## src/hdl/sawlc_pkg.sv

```systemverilog
// sawlc_pkg: shared types and constants of the set-associative write-back cache
// holds result kinds, register indexes, request opcodes, field widths and the divider request and response types
// no dependencies
package sawlc_pkg;

    localparam int ADDR_W = 16;
    localparam int DATA_W = 32;
    localparam int TAG_W  = 16;
    localparam int RANK_W = 8;
    localparam int OFF_W  = 5;
    localparam int SET_W  = 9;

    // result kinds
    localparam logic [1:0] KIND_RESP = 2'd0;
    localparam logic [1:0] KIND_WB   = 2'd1;
    localparam logic [1:0] KIND_FREQ = 2'd2;
    localparam logic [1:0] KIND_REJ  = 2'd3;

    // configuration register indexes
    localparam logic [1:0] REG_BLOCK_WORDS = 2'd0;
    localparam logic [1:0] REG_NUM_SETS    = 2'd1;
    localparam logic [1:0] REG_WAYS        = 2'd2;

    // request opcodes
    localparam logic OP_ACCESS = 1'b0;
    localparam logic OP_FILL   = 1'b1;

    typedef struct packed {
        logic              start;
        logic [ADDR_W-1:0] dividend;
        logic [SET_W-1:0]  divisor;
    } div_req_t;

    typedef struct packed {
        logic              done;
        logic [ADDR_W-1:0] quot;
        logic [SET_W-1:0]  rem;
    } div_rsp_t;

endpackage

```

## src/hdl/sawlc_div.sv

```systemverilog
// sawlc_div: shared restoring divider, one quotient bit per cycle
// 16-bit dividend by 9-bit divisor, done pulses for a single cycle, registered together with the last step
// depends on sawlc_pkg
module sawlc_div
    import sawlc_pkg::*;
(
    input  logic     aclk,
    input  logic     aresetn,
    input  div_req_t div_req,
    output div_rsp_t div_rsp
);

    localparam int CNT_W = $clog2(ADDR_W);

    logic              busy_reg;
    logic              done_reg;
    logic [CNT_W-1:0]  cnt_reg;
    logic [ADDR_W-1:0] quot_reg;
    logic [SET_W-1:0]  rem_reg;
    logic [SET_W-1:0]  dvsr_reg;
    logic [SET_W:0]    trial;
    logic              fits;

    // trial subtraction of one step
    assign trial = {rem_reg, quot_reg[ADDR_W-1]};
    assign fits  = trial >= {1'b0, dvsr_reg};

    always_ff @(posedge aclk) begin
        if (!aresetn) begin
            busy_reg <= 1'b0;
            done_reg <= 1'b0;
            cnt_reg  <= '0;
        end else begin
            done_reg <= 1'b0;
            if (div_req.start) begin
                busy_reg <= 1'b1;
                cnt_reg  <= '0;
                quot_reg <= div_req.dividend;
                rem_reg  <= '0;
                dvsr_reg <= div_req.divisor;
            end else if (busy_reg) begin
                rem_reg  <= fits ? SET_W'(trial - {1'b0, dvsr_reg}) : trial[SET_W-1:0];
                quot_reg <= {quot_reg[ADDR_W-2:0], fits};
                cnt_reg  <= cnt_reg + 1'b1;
                if (cnt_reg == CNT_W'(ADDR_W - 1)) begin
                    busy_reg <= 1'b0;
                    done_reg <= 1'b1;
                end
            end
        end
    end

    assign div_rsp.done = done_reg;
    assign div_rsp.quot = quot_reg;
    assign div_rsp.rem  = rem_reg;

endmodule

```

## config.mk

```make
export PLATFORM = sky130hd
export DESIGN_NAME = sawlc_div
export DESIGN_NICKNAME = d
export VERILOG_FILES = /design/src/hdl/sawlc_pkg.sv /design/src/hdl/sawlc_div.sv
export SDC_FILE = /design/constraint.sdc
export NUM_CORES = 1
export LEC_CHECK = 0
export BUFFER_PORTS_ARGS = -buffer_cell sky130_fd_sc_hd__buf_4
export CORE_MARGIN = 1.5
export CORE_UTILIZATION = 56
export CTS_CLUSTER_DIAMETER = 150
export DETAILED_ROUTE_END_ITERATION = 6
export PLACE_DENSITY = 0.94
export SYNTH_ARGS = -nofsm -noshare
export SYNTH_HDL_FRONTEND = slang
export SYNTH_SLANG_ARGS = --single-unit
```

## constraint.sdc

```tcl
create_clock -name aclk -period 7.16 [get_ports aclk]
set_input_delay 0.716 -clock aclk [delete_from_list [all_inputs] [get_ports aclk]]
set_output_delay 0.716 -clock aclk [all_outputs]
set_load 0.1 [all_outputs]
```

======== Yosys cells after proc, flatten, opt, wreduce, memory -nomap -nowiden ========
Cells that the tools add are included.
cells by class
  add/subtract/negate cells ............... 2
  order comparisons ....................... 1
  equal/unequal tests ..................... 1
  mux-type cells .......................... 8
  bitwise logic cells ..................... 2
  reductions and logical operators ........ 5
operator list
  kind                 number
  $mux 16              2
  $mux 9               2
  $ge 10x9->1          1
  $sub 9x9->9          1
  $add 4x1->4 const B  1
  $eq 4x4->1 const B   1
  $mux 1               4
  $reduce_and 2->1     2
  $reduce_or 3->1      1
  $not 1->1            2
  $reduce_bool 2->1    1
  $reduce_or 2->1      1
word-level totals
  register bits after elaboration ......... 40
  bits of input ports ..................... 28
  output and inout bits ................... 26
  word-level logic and storage cells ...... 25

======== Longest topological paths before layout ========
  word-level depth ........................ 4
  gate-level depth with buffers ........... 9
  depth with buffers taken out ............ 9

======== Least setup slack after synthesis ========
No wires, ideal clock.
  path type ............................... reg-to-reg
  start point ............................. register quot_reg[15]
  end point ............................... register rem_reg[8], data pin
  arrival ................................. 2,796 ps
  data required time ...................... 6,970 ps
  path slack .............................. 4,174 ps
  cell stages (with the launch flop) ...... 10
  path buffers ............................ 0
  period minus slack after synthesis ...... 2,986 ps
  cell sequence ........................... edfxtp_1 inv_1 ha_1 inv_1 fa_1 a21oi_1 nor3_4 o311ai_1 mux2_4 a2111oi_2
on the way
  cells in the longest elaborated chain, start to end .. 3
  elaborated cells between the ends (all ways) .. 4
RTL lines
  element                                     RTL line                          RTL
  from (decl)                                 sawlc_div.sv:18                   logic [ADDR_W-1:0] quot_reg;
  from (signal assigned)                      sawlc_div.sv:38                   quot_reg <= div_req.dividend;
  from (signal assigned)                      sawlc_div.sv:43                   quot_reg <= {quot_reg[ADDR_W-2:0], fits};
  $sub 9x9->9 or $ge 10x9->1 (tied branches)  sawlc_div.sv:42, sawlc_div.sv:26
  $mux 9 *                                    sawlc_div.sv:42                   rem_reg <= fits ? SET_W'(trial - {1'b0, dvsr_reg}) : trial[SET_W-1:0];
  $mux 9 *                                    sawlc_div.sv:41                   end else if (busy_reg) begin
  to (signal assigned)                        sawlc_div.sv:42
  to (decl)                                   sawlc_div.sv:19                   logic [SET_W-1:0] rem_reg;
Mark *: on every way between the ends. The rest lies on a longest branch, timed or not. The select of a mux whose other input is x is not followed.
A chain may end at the register's enable or synchronous reset.

======== Final worst setup path ========
  start point ............................. register quot_reg[15]
  end point ............................... register rem_reg[7], data pin
Same word-level chain as after synthesis.

==> flow_metrics.env <==
export IMPL_cts_repair_resize_count=0
export IMPL_grt_max_degree=27
export IMPL_path_class="reg2reg"
export IMPL_synth_ff_latch_count=40
export IMPL_grt_setup_unrepaired="false"
export IMPL_path_cells="inv_1, ha_1, inv_1, fa_1, a21oi_1, nor3_4, o41a_2, nor2_1, o31ai_1"
export IMPL_hpwl_mm=3.21
export IMPL_cpLargestDelayFamily="compound AO/OA/AOI/OAI gates"
export IMPL_fin_crit_ns=2.72
export IMPL_io_pins=54
export IMPL_slowest_stage="o41a_2"
export IMPL_hp_class="reg2reg"
export IMPL_grt_pass1_wl_mm=6.96
export IMPL_cts_buffers=5
export IMPL_drt_first_pass_iters=5
export IMPL_vdd_drop_max_mv=0.171
export IMPL_grt_overflow_total=0
export IMPL_period_share_pct=38.0
export IMPL_most_common_layout_cells="buf_4 (53), edfxtp_1 (34), mux2_2 (15)"
export IMPL_worst_ep_required_time_ns=7.20
export IMPL_via_count=1577
export IMPL_synthTopCellsByArea="edfxtp_1 (49%), mux2_2 (8.1%), ha_1 (6.0%)"
export IMPL_hold_buffers=0
export IMPL_grt_pass1_vias=1467
export IMPL_wirelength_mm=4.39
export IMPL_ys_seq_area_share_pct=54.4
export IMPL_grt_antenna_before_repair=0
export IMPL_layout_nets=263
export IMPL_crit_cells=9
export IMPL_end_kind="flop"
export IMPL_regToRegSetupSlack_ns=4.44
export IMPL_min_from="cnt_reg[3]$_SDFFE_PP0P_"
export IMPL_largest_reg_flops=16
export IMPL_nFillCells=279
export IMPL_die_x_um=64.2
export IMPL_grt_usage_pct=22.9
export IMPL_synth_top_cell_area_share_pct=48.7
export IMPL_rows=22
export IMPL_dieArea_sq_mm=0.00412
export IMPL_ant_nets=0
export IMPL_drive_gt1_share_pct=35.6
export IMPL_syn_num_nets=208
export IMPL_max_cap_violations=0
export IMPL_tritoncts="built"
export IMPL_drc_errors=0
export IMPL_whs_ns=0.498
export IMPL_diodes=0
export IMPL_core_sq_mm=0.00363
export IMPL_placed_cells=265
export IMPL_syn_to_final_growth_pct=25.1
export IMPL_post_dp_cell_area_sq_mm=0.00253
export IMPL_clock_sinks=40
export IMPL_postSynth_asyncResetShare_pct=0
export IMPL_stdcell_count=273
export IMPL_cts_root_buffer="clkbuf_8"
export IMPL_final_common_cell="buf_4"
export IMPL_worst_clock_skew_ns=0.00762
export IMPL_synth_edff_count=34
export IMPL_path_buf_inv=2
export IMPL_avgRoutedWirePerCell_um=16.1
export IMPL_r2r_cells=9
export IMPL_fp_dieH_um=64.2
export IMPL_via_per_inst=5.78
export IMPL_synth_largest_area_cell="edfxtp_1"
export IMPL_clock_path_buffers=2
export IMPL_worstReg2RegEnd="rem_reg[7]$_SDFFCE_PP0P_"
export IMPL_path_max_fanout=7
export IMPL_worst_pin_slew_ns=1.08
export IMPL_slew_headroom_pct=27.8
export IMPL_outcome="finished clean"
export IMPL_cpPeakStageDelay_ns=0.56
export IMPL_arrival_ns=2.76
export IMPL_synth_cell_type_count=44
export IMPL_synthesis_area_sq_mm=0.00210
export IMPL_drtIter0Drc=171
export IMPL_design_area_sq_mm=0.00262
export IMPL_hold_viol=0
export IMPL_reg2reg_from="quot_reg[15]$_DFFE_PP_"
export IMPL_synth_flop_cell="edfxtp_1"
export IMPL_postSynthCellCount=169
export IMPL_clk_latency_ns=0.30
export IMPL_hold_depth=2
export IMPL_worst_setup_path_start_kind="flop"
export IMPL_p_leak_nw=1.09
export IMPL_clk_pin_slew_ns=0.08
export IMPL_fmax_mhz=368
export IMPL_syn_avg_cell_area_sq_um=12.4
export IMPL_gp_congestion=0.890
export IMPL_setup_tns_ns=0
export IMPL_worst_path_most_repeated_cell="inv_1"
export IMPL_ctsHtreeMaxLevel=2
export IMPL_yosys_warnings=0
export IMPL_powerDensity_mw_per_mm2=246
export IMPL_io_buffers=53
export IMPL_start_util_pct=57.7
export IMPL_maxSlewViolCount=0
export IMPL_fin_total_pwr_w=0.000644
export IMPL_holdPathEnd="done_reg$_SDFF_PP0_"
export IMPL_postCtsSetupBuffers=0
export IMPL_setup_violations=0
==> worst max-delay path by stage <==
stage                                       from                        to  slack, ns
after global routing      quot_reg[15]$_DFFE_PP_  rem_reg[7]$_SDFFCE_PP0P_       4.38
after detailed placement  quot_reg[15]$_DFFE_PP_  rem_reg[5]$_SDFFCE_PP0P_       4.51
final                     quot_reg[15]$_DFFE_PP_  rem_reg[7]$_SDFFCE_PP0P_       4.44
after floorplan           quot_reg[15]$_DFFE_PP_  rem_reg[8]$_SDFFCE_PP0P_       4.17
after CTS                 quot_reg[15]$_DFFE_PP_  rem_reg[5]$_SDFFCE_PP0P_       4.50
after global placement    quot_reg[15]$_DFFE_PP_  rem_reg[7]$_SDFFCE_PP0P_       4.64
==> layout make-up <==
| class | instances | area, sq um | share of cell area (%) |
|---|---|---|---|
| sequential | 40 | 1140 | 43.5 |
| multi-input combinational | 112 | 887 | 33.8 |
| timing repair buffer | 53 | 398 | 15.2 |
| clock buffer | 8 | 90.1 | 3.44 |
| tap | 48 | 60.1 | 2.29 |
| inverter | 12 | 45.0 | 1.72 |
==> per-stage QoR <==
stage / util (%) / setup WS, ns
2_1_floorplan: - / 4.17
3_3_place_gp: 69.7 / 4.64
3_5_place_dp: 69.7 / 4.51
4_1_cts: 72.1 / 4.50
5_1_grt: 72.1 / 4.38
6_report: 72.1 / 4.44
==> Yosys cell counts, types with 2 or more instances <==
cell type,number
edfxtp_1,34
mux2_2,15
inv_1,12
nor2_1,12
a21oi_1,11
ha_1,10
dfxtp_1,6
nor3_1,6
nand2_1,5
nand4_1,5
o21a_1,5
o21ai_0,5
nand3_1,4
xor2_1,4
a21o_1,2
and2_1,2
buf_1,2
clkbuf_1,2
o31ai_1,2
==> logic make-up after synthesis <==
group	count (synthesis)	share of synthesized area, %
compound gates	38	13.9
xor+xnor	5	2.09
mux	17	9.25
flops	40	54.4
buf+inv	17	3.22
simple gates	41	10.2
fa+ha+maj	11	6.93
==> power by group <==
| part | switching [W] | internal (W) |
|---|---|---|
| clock | 0.0000770 | 0.0000786 |
| combinational | 0.000141 | 0.0000630 |
| sequential | 0.0000104 | 0.000274 |
| total | 0.000229 | 0.000415 |
==> per-layer routing <==
| metal | part of all wire [%] | global-route usage (%) | vias to the layer above | wire length, um |
|---|---|---|---|---|
| met4 | 2.0 | 10.1 | 0 | 87 |
| met2 | 53 | 40.0 | 64 | 2340 |
| met3 | 7.0 | 7.04 | 9 | 307 |
| met5 | 0 | 0 | - | 0 |
| li1 | - | - | 751 | - |
| met1 | 38 | 25.8 | 753 | 1650 |
==> worst reg2reg max path: stages (launching register included) <==
cell and delay, ns:
edfxtp_1 0.40, inv_1 0.09, ha_1 0.17, inv_1 0.06
fa_1 0.41, a21oi_1 0.32, nor3_4 0.10, o41a_2 0.56
nor2_1 0.23, o31ai_1 0.13
Note: power is estimated with default switching activity, not from simulation.
